<file path="src/rtl/core/cpd_pkg.sv">
// ----------------------------------------------------------------------------
// Closest pair distance package
// Shared constants, payload structs, controller state type and the
// command and status groups that pass between controller and datapath.
// ----------------------------------------------------------------------------
package cpd_pkg;

    // Sizing of the point store and of the compare lanes.
    localparam int MAX_POINTS  = 1024;
    localparam int COORD_BITS  = 16;
    localparam int DIST_BITS   = 34;
    localparam int LANES       = 16;
    localparam int GROUP_SIZE  = 4;
    localparam int GROUPS      = LANES / GROUP_SIZE;
    localparam int LANE_BITS   = $clog2(LANES);
    localparam int ADDR_BITS   = $clog2(MAX_POINTS);
    localparam int ROWS        = MAX_POINTS / LANES;
    localparam int ROW_BITS    = ADDR_BITS - LANE_BITS;
    localparam int COUNT_BITS  = ADDR_BITS + 1;
    localparam int ROWCNT_BITS = ROW_BITS + 1;
    localparam int SQ_BITS     = 2 * COORD_BITS;
    localparam int SUM_BITS    = SQ_BITS + 1;
    localparam int WIDE_BITS   = (SUM_BITS > DIST_BITS) ? SUM_BITS : DIST_BITS;

    localparam logic [DIST_BITS-1:0] DIST_MAX = {DIST_BITS{1'b1}};

    // Result status codes.
    localparam logic [1:0] STATUS_OK       = 2'd0;
    localparam logic [1:0] STATUS_TOO_FEW  = 2'd1;
    localparam logic [1:0] STATUS_OVERFLOW = 2'd2;

    typedef struct packed {
        logic signed [COORD_BITS-1:0] x_coord;
        logic signed [COORD_BITS-1:0] y_coord;
        logic                         last_point;
    } point_t;

    typedef struct packed {
        logic [DIST_BITS-1:0] min_dist_sq;
        logic [1:0]           status;
    } result_t;

    typedef enum logic [1:0] {
        ST_IDLE,
        ST_SCAN,
        ST_DRAIN,
        ST_FINISH
    } state_t;

    typedef struct packed {
        logic load;
        logic scan;
        logic finish;
    } cpd_cmd_t;

    typedef struct packed {
        logic scan_done;
        logic pipe_empty;
        logic last;
        logic out_free;
    } cpd_stat_t;

    // Saturate a raw sum of squares to the distance width.
    function automatic logic [DIST_BITS-1:0] sat_dist(input logic [SUM_BITS-1:0] sum);
        logic [WIDE_BITS-1:0] wide;
        logic [DIST_BITS-1:0] res;
        wide = WIDE_BITS'(sum);
        if (wide > WIDE_BITS'(DIST_MAX))
            res = DIST_MAX;
        else
            res = wide[DIST_BITS-1:0];
        return res;
    endfunction

    // Smaller of two distances.
    function automatic logic [DIST_BITS-1:0] min_dist(input logic [DIST_BITS-1:0] a,
                                                      input logic [DIST_BITS-1:0] b);
        return (b < a) ? b : a;
    endfunction

endpackage

</file>
<file path="src/rtl/core/cpd_ctrl.sv">
// ----------------------------------------------------------------------------
// Closest pair distance controller
// Sequences one point at a time: accept, scan the stored rows, drain the
// compare pipeline, then hand over the result on the last point of a set.
// ----------------------------------------------------------------------------
module cpd_ctrl (
    input  logic               clk,
    input  logic               rst_n,
    input  logic               point_valid,
    output logic               point_stall,
    input  cpd_pkg::cpd_stat_t stat,
    output cpd_pkg::cpd_cmd_t  cmd
);

    cpd_pkg::state_t state_reg;
    cpd_pkg::state_t state_next;

    // State register.
    always_ff @(posedge clk or negedge rst_n)
    begin
        if (!rst_n)
            state_reg <= cpd_pkg::ST_IDLE;
        else
            state_reg <= state_next;
    end

    // Next state.
    always_comb
    begin
        state_next = state_reg;
        unique case (state_reg)
            cpd_pkg::ST_IDLE:
            begin
                if (point_valid)
                    state_next = cpd_pkg::ST_SCAN;
            end
            cpd_pkg::ST_SCAN:
            begin
                if (stat.scan_done)
                    state_next = cpd_pkg::ST_DRAIN;
            end
            cpd_pkg::ST_DRAIN:
            begin
                if (stat.pipe_empty)
                    state_next = cpd_pkg::ST_FINISH;
            end
            cpd_pkg::ST_FINISH:
            begin
                if (!stat.last || stat.out_free)
                    state_next = cpd_pkg::ST_IDLE;
            end
            default:
                state_next = cpd_pkg::ST_IDLE;
        endcase
    end

    // Outputs: commands to the datapath and the input stall.
    always_comb
    begin
        cmd         = '0;
        point_stall = 1'b1;
        unique case (state_reg)
            cpd_pkg::ST_IDLE:
            begin
                point_stall = 1'b0;
                cmd.load    = point_valid;
            end
            cpd_pkg::ST_SCAN:
            begin
                cmd.scan = 1'b1;
            end
            cpd_pkg::ST_DRAIN:
            begin
                cmd = '0;
            end
            cpd_pkg::ST_FINISH:
            begin
                cmd.finish = stat.last && stat.out_free;
            end
            default:
            begin
                cmd = '0;
            end
        endcase
    end

endmodule

</file>
<file path="config.mk">
export PLATFORM = sky130hd
export DESIGN_NAME = cpd_ctrl
export DESIGN_NICKNAME = d
export VERILOG_FILES = /design/src/rtl/core/cpd_pkg.sv /design/src/rtl/core/cpd_ctrl.sv
export SDC_FILE = /design/constraint.sdc
export NUM_CORES = 1
export LEC_CHECK = 0
export BUFFER_PORTS_ARGS = -buffer_cell sky130_fd_sc_hd__buf_2
export CELL_PAD_IN_SITES_DETAIL_PLACEMENT = 0
export CELL_PAD_IN_SITES_GLOBAL_PLACEMENT = 1
export CORE_AREA = 2 2 39 41
export DETAILED_ROUTE_END_ITERATION = 16
export DIE_AREA = 0 0 41 43
export PLACE_DENSITY_LB_ADDON = 0.1
export SYNTH_ARGS = -nofsm -noshare
export SYNTH_HDL_FRONTEND = slang
export SYNTH_SLANG_ARGS = --single-unit
</file>
<file path="constraint.sdc">
create_clock -name clk -period 1.7 [get_ports clk]
set_clock_uncertainty 0.2 [all_clocks]
set_input_delay 0.255 -clock clk [delete_from_list [all_inputs] [get_ports clk]]
set_output_delay 0.255 -clock clk [all_outputs]
set_load 0.03 [all_outputs]
</file>
==> run metrics, run 1 <==
initial core utilization=15.6%; top-area cell type share of the netlist area=23.1%; Post-Place Setup Slack=0.0850 ns; initial antenna violation count=0; Final Util=25.2%; largest net degree at the start of global routing=5; # H-tree levels=1; WL met2=238 microns; power density cells=1840 nW/um^2; antenna cells=0; Total Wirelength=451 microns; DR pass1 iterations=1; Yosys warning count=0; most frequent cells in the layout=9 x buf_2, 4 x buf_4, 3 x inv_2, 3 x clkbuf_4; RSZ-0062 raised after global routing=no; Die Ht=43 microns; Slew @ Worst Pin=0.191 ns; CTS tree=done; setup slack on the worst flop-to-flop path=0.09 ns; Cell Area, Synth=216 sq um; fill cell total of the finished layout=160; most common cell after layout, fill and taps aside=buf_2; die area=1760 sq um; flops & latches, synth=2; Final nets=48; Adder-Cell Fraction of Synth Area=23.1%; clock transition at the registers of the reported paths=0.03 ns; crit end category=output pin; Post-Synth Simple-Gate Area=27.2%; core area=1380 sq um; sequential area share after synthesis=23.1%; met3 WL=26 microns; DR vias=187; main combinational cell family by area after synthesis=simple AND/OR/NAND/NOR gates; met1 wire length=185 microns; Period minus WS final=1.65 ns; DRC Markers=0; Max Freq=0.606 GHz; Gate Count Post-Synth=18; Compound-Gate Fraction of Synth Area=14.5%; Distinct cells, synth=13; via-per-instance ratio=3.67; critical path fanouts, max=4; Ports=11; setup TNS=0 ns; final HPWL from detailed placement=352 microns; Critical Path RT=1.24 ns; layout cell share with drive strength beyond 1=74.3%; post-route setup slack=0.0498 ns; Overflow after GRT=0; Mapped Avg Cell Area=12.0 sq um; Synthesized Nets=29; drt wl/cell=8.84 microns; synth top area cells=dfrtp_1 23%, ha_1 23%, o2111ai_4 12%; Post-Synth XOR/XNOR Area=0%; mux cell area share after synthesis=6.94%; peak supply drop=0.000506 V; Hold Crit Class=in -> async; placed instance count=44; Core Rows=14; chip width=41 microns; clk sinks=2; Worst slew margin=87.3%; total CTS buffers=3; initial drt markers=0; Final Max Slew Viols=0; Max-Cap Viols=0; Worst-Skew Late Latency=0.22 ns; GP Congestion=0.634; vias in the first global route=212; Area growth, synth to finish=61.3%; fin cells=51; Leak=0.188 nW; DRT antenna net count=0; final hold violation count=0; input/output buffers=10; gr usage total=7.41%; worst hold margin=0.144 ns; fin crit share=97.1%; Setup CP Type=reg -> out; CTS Buffer Depth=2; startpoint types=flop; dominant cell type by area after synthesis=dfrtp_1; final number of setup-violating endpoints=0; Arr. time, crit path=1.20 ns; max reg flops=2; first-pass GRT wire length=821 microns; top sig layer=met3; status=complete, no violations; clock root cell=clkbuf_4
==> power breakdown <==
group | leakage [nW] | switching (W) | total [W] | internal [W]
sequential | 0.0236 | 0.0000288 | 0.000104 | 0.0000755
clock | 0.0138 | 0.0000268 | 0.000105 | 0.0000779
combinational | 0.151 | 0.000219 | 0.000435 | 0.000215
total | 0.188 | 0.000275 | 0.000644 | 0.000369
==> final timing paths <==
kind | from | to | depth (start not counted)
hold / removal | rst_n | state_reg[0] | 2
max in group asynchronous | rst_n | state_reg[1] | 2
setup reg to reg | state_reg[0] | state_reg[1] | 5
min in group clk | stat[1] | state_reg[0] | 4
setup / recovery | state_reg[1] | cmd[0] | 3
hold reg to reg | state_reg[0] | state_reg[0] | 2
==> cell families after synthesis <==
| group | Yosys count |
|---|---|
| buffers and inverters | 3 |
| DFF | 2 |
| muxes | 1 |
| adders and majority gates | 4 |
| and+or+nand+nor | 6 |
| AOI/OAI and AO/OA | 2 |
==> critical path: stages, from the launching register on <==
cell,delay [ns]
dfrtp_1,0.41
ha_2,0.19
and3_2,0.20
buf_2,0.17
==> Yosys cell counts, drive strengths merged <==
master and number:
and2 1, and4b 1, ha 4, dfrtp 2, and3 1, inv 3, nand2b 2, a21oi 1
o2111ai 1, nand3b 1, mux2 1
==> through the flow <==
stage	instance area, sq um	total power (W)
4_1_cts	332	0.000620
2_1_floorplan	216	0.000397
3_3_place_gp	287	0.000483
3_5_place_dp	287	0.000480
6_report	349	0.000644
5_1_grt	349	0.000710
==> routing by layer <==
| metal | global-route usage [%] | vias up |
|---|---|---|
| li1 | - | 98 |
| met1 | 7.67 | 84 |
| met2 | 10.0 | 5 |
| met3 | 1.57 | 0 |
| met4 | 10.0 | 0 |
| met5 | 0 | - |
==> what timing repair did <==
action                                 CTS  global route
setup endpoints to repair                2             3
resized for setup                        2             3
hold buffers                             1             0
endpoints found under the hold margin    2             0
buffers inserted                         1             2
==> final cells by class <==
type,count,area (sq um),share of cell area (%)
inverters,3,11.3,3.23
clock buffers,3,22.5,6.45
flip-flops and latches,2,50.0,14.3
multi-input cells,13,160,45.9
well taps,16,20.0,5.73
repair buffers,14,85.1,24.4
(Power assumes the default switching activity.)
==> inputs of run 2 (changes only) <==
--- a/config.mk
+++ b/config.mk
@@ -7,7 +7,7 @@
 export LEC_CHECK = 0
 export BUFFER_PORTS_ARGS = -buffer_cell sky130_fd_sc_hd__buf_2
 export CELL_PAD_IN_SITES_DETAIL_PLACEMENT = 0
-export CELL_PAD_IN_SITES_GLOBAL_PLACEMENT = 1
+export CELL_PAD_IN_SITES_GLOBAL_PLACEMENT = 2
 export CORE_AREA = 2 2 39 41
 export DETAILED_ROUTE_END_ITERATION = 16
 export DIE_AREA = 0 0 41 43
==> run 2 against run 1 <==
  * First-iteration DRC count up 1
  * Via count down 0.53%
  * Combinational power down 2%
==> run metrics, run 2 (synthesis results as in run 1) <==
Die Ht=43 microns; number of cells on the critical path=3; chip width=41 microns; final number of setup-violating endpoints=0; Sw Pwr=0.000268 W; # H-tree levels=1; clock transition at the registers of the reported paths=0.03 ns; antenna cells=0; total CTS buffers=3; vias in the first global route=195; initial drt markers=1; RSZ-0062 raised after global routing=no; DR pass1 iterations=2; max reg flops=2; DR vias=186; clock root cell=clkbuf_4; Leak=0.185 nW; gr usage total=6.33%; most common cell after layout, fill and taps aside=buf_2; DP Area=287 sq um; Area growth, synth to finish=59.5%; CTS Buffer Depth=2; final HPWL from detailed placement=375 microns; Worst slew margin=87.1%; critical path fanouts, max=3; FF-to-FF path depth=5; startpoint types=flop; power density cells=1820 nW/um^2; input/output buffers=10; Ports=11; Hold Crit Class=in -> async; initial antenna violation count=0; crit end category=output pin; Core Rows=14; most frequent cells in the layout=9 x buf_2, 3 x clkbuf_4; DRT antenna net count=0; layout cell share with drive strength beyond 1=70.6%; worst-path cell chain=ha_2 > and3_2 > buf_2; Final nets=47; peak supply drop=0.000573 V; crit path max-delay cell type=dfrtp_1; Max-Cap Viols=0; CP max stage delay=0.39 ns; initial core utilization=15.6%; core area=1380 sq um; Worst-Skew Late Latency=0.22 ns; Arr. time, crit path=1.20 ns; GP Congestion=0.672; Period minus WS final=1.65 ns; drt wl/cell=9.06 microns; clk sinks=2; final hold violation count=0; Sequential Power Share=15.6%; Critical Path RT=1.24 ns; Setup CP Type=reg -> out; Max Freq=0.606 GHz; Overflow after GRT=0; Comb power frac=68.0%; clock power share=16.4%; CTS tree=done; placed instance count=44; Bufs and invs on worst path=1; setup TNS=0 ns; CP delay by family, top=flip-flops; first-pass GRT wire length=724 microns; Slew @ Worst Pin=0.194 ns; Pint=0.000361 W; fin cells=50; die area=1760 sq um; post-route cell area=345 sq um; Total Wirelength=453 microns; switching share of power=42.6%; DRC Markers=0; largest net degree at the start of global routing=4; status=complete, no violations; fin crit share=97.1%; Final Max Slew Viols=0; fill cell total of the finished layout=150; via-per-instance ratio=3.72
[run 2: routing by layer]
metal,vias to the layer above,global-route usage (%),part of all wire (%)
met5,-,0,0
met4,0,6.00,0
met3,0,0,5.5
met2,6,10.3,57
met1,85,6.77,37
li1,95,-,-
[run 2: final cells by class]
cell class              instances  area (sq um)  area share (%)
multi-input cells              13           160            46.4
repair buffers                 13          81.3            23.6
well taps                      16          20.0            5.80
flip-flops and latches          2          50.0            14.5
inverters                       3          11.3            3.26
clock buffers                   3          22.5            6.52
[run 2: stage by stage]
step / setup slack (ns) / utilization, % / hold slack, ns / total power [W]
floorplan: 0.0356 / - / -0.241 / 0.000397
global placement: 0.115 / 20.7 / -0.161 / 0.000477
detailed placement: 0.0971 / 20.7 / -0.158 / 0.000480
CTS: 0.00925 / 24.5 / 0.138 / 0.000636
global route: 0.00511 / 25.0 / 0.166 / 0.000698
finish: 0.0488 / 25.0 / 0.155 / 0.000629
[run 2: power groups by stage]
stage,sequential (W),combinational [W],clock [W]
2_1_floorplan,0.0000943,0.000303,0
3_3_place_gp,0.0000998,0.000378,0
3_5_place_dp,0.000101,0.000379,0
4_1_cts,0.0000963,0.000428,0.000112
5_1_grt,0.000104,0.000479,0.000114
6_report,0.0000982,0.000428,0.000103
[run 2: final timing paths]
check	slack, ns	end	start
setup reg to reg	0.10	state_reg[1]	state_reg[0]
max in group asynchronous	1.05	state_reg[1]	rst_n
hold reg to reg	0.38	state_reg[0]	state_reg[0]
min in group clk	0.26	state_reg[0]	stat[1]
setup / recovery	0.05	cmd[0]	state_reg[1]
hold / removal	0.16	state_reg[0]	rst_n
[run 2: repair_timing]
item / in CTS / in global routing
hold endpoints to repair: 2 / 0
resized for setup: 2 / 3
gates cloned: 0 / 0
setup buffers: 2 / 0
hold buffers: 1 / 0
setup endpoints to repair: 2 / 2
pin swaps: 0 / 1
==> inputs of run 3 (changes only) <==
--- a/config.mk
+++ b/config.mk
@@ -11,7 +11,7 @@
 export CORE_AREA = 2 2 39 41
 export DETAILED_ROUTE_END_ITERATION = 16
 export DIE_AREA = 0 0 41 43
-export PLACE_DENSITY_LB_ADDON = 0.1
+export PLACE_DENSITY_LB_ADDON = 0.05
 export SYNTH_ARGS = -nofsm -noshare
 export SYNTH_HDL_FRONTEND = slang
 export SYNTH_SLANG_ARGS = --single-unit
==> run 3 against run 2 <==
  * Clock power is essentially flat
  * Largest cell class unchanged
  * Design area grew 3.3%
  * Sequential power grew 4%
  * Fmax grew 0.80%
  * Clock-buffer cell count is the same
==> run metrics, run 3 (synthesis results as in run 1) <==
CP max stage delay=0.40 ns; largest net degree at the start of global routing=5; input/output buffers=10; Final Util=25.8%; layout cell share with drive strength beyond 1=72.2%; RSZ-0062 raised after global routing=no; final HPWL from detailed placement=417 microns; first-pass GRT wire length=814 microns; Max Freq=0.610 GHz; Hold Crit Class=in -> async; initial antenna violation count=0; Worst-Skew Late Latency=0.22 ns; Final nets=49; critical path fanouts, max=4; Overflow after GRT=0; DR vias=185; CTS tree=done; clock root cell=clkbuf_4; DRC Markers=0; Setup CP Type=reg -> out; Final Power=0.000651 W; status=complete, no violations; Total Wirelength=496 microns; startpoint types=flop; Critical Path RT=1.24 ns; gr usage total=7.32%; DRT antenna net count=0; initial core utilization=15.6%; Max-Cap Viols=0; Leak=0.194 nW; most frequent cells in the layout=9 x buf_2, 5 x buf_4, 3 x clkbuf_4; DR pass1 iterations=2; most common cell after layout, fill and taps aside=buf_2; fin crit share=96.4%; Final Max Slew Viols=0; crit end category=output pin; setup TNS=0 ns; initial drt markers=1; final hold violation count=0; clock transition at the registers of the reported paths=0.03 ns; final number of setup-violating endpoints=0; worst-path cell chain=ha_2 > and3_2 > buf_2; Arr. time, crit path=1.18 ns; total CTS buffers=3; fill cell total of the finished layout=149; vias in the first global route=184; Core Rows=14; # H-tree levels=1; peak supply drop=0.000494 V; die area=1760 sq um; core area=1380 sq um; Ports=11; chip width=41 microns; Worst slew margin=86.8%; power density cells=1830 nW/um^2; GP Congestion=0.625; crit path max-delay cell type=dfrtp_1; Die Ht=43 microns; setup slack on the worst flop-to-flop path=0.08 ns; clk sinks=2; via-per-instance ratio=3.56; Area growth, synth to finish=64.7%; Period minus WS final=1.64 ns; drt wl/cell=9.54 microns; CTS Buffer Depth=2; max reg flops=2; Slew @ Worst Pin=0.198 ns; antenna cells=0
[run 3: area by class of cell]
class	count	area (sq um)	share of cell area, %
well taps	16	20.0	5.61
inverters	3	11.3	3.16
clock buffers	3	22.5	6.32
repair buffers	15	92.6	26.0
flip-flops and latches	2	50.0	14.0
multi-input cells	13	160	44.9
[run 3: layer usage]
layer  global-route usage, %  vias to the layer above  share of wire (%)  wire length [microns]
li1                        -                       98                  -                      -
met1                    8.01                       82                 37                    184
met2                    10.3                        5                 57                    281
met3                    3.14                        0                6.0                     30
met4                    6.00                        0                  0                      0
met5                       0                        -                  0                      0
[run 3: worst paths after layout]
kind                               from           end  depth (start not counted)
max                        state_reg[1]        cmd[0]                          3
min                               rst_n  state_reg[1]                          2
max reg2reg                state_reg[0]  state_reg[1]                          5
min reg2reg                state_reg[0]  state_reg[0]                          2
max in group asynchronous         rst_n  state_reg[0]                          2
min in group clk                stat[1]  state_reg[0]                          4
[run 3: stage by stage]
step | cells | cell area (sq um) | hold WS [ns] | setup slack [ns]
finish | 52 | 357 | 0.151 | 0.0619
floorplan | 18 | 216 | -0.241 | 0.0356
global placement | 44 | 287 | -0.159 | 0.0837
detailed placement | 44 | 287 | -0.158 | 0.0817
CTS | 49 | 334 | 0.150 | 0.0181
global route | 52 | 357 | 0.172 | 0.00730
[run 3: worst max-delay path: cells and delay by family (launching register included)]
kind	cells	cell delay, ns
fa+ha+maj	1	0.20
buf+inv	1	0.17
flops	1	0.40
simple gates	1	0.20
[run 3: power by group]
part	total (W)	switching, W	internal (W)	leakage, nW
clock network	0.000103	0.0000253	0.0000778	0.0138
registers	0.000102	0.0000269	0.0000756	0.0236
logic	0.000446	0.000220	0.000226	0.157
[run 3: timing repair]
| item | 4_1_cts | 5_1_grt |
|---|---|---|
| hold endpoints to repair | 2 | 0 |
| resized for setup | 3 | 1 |
| hold buffers | 1 | 0 |
| pin swaps | 0 | 1 |
| setup endpoints to repair | 2 | 2 |
| setup buffers | 1 | 3 |
| cloned | 0 | 0 |
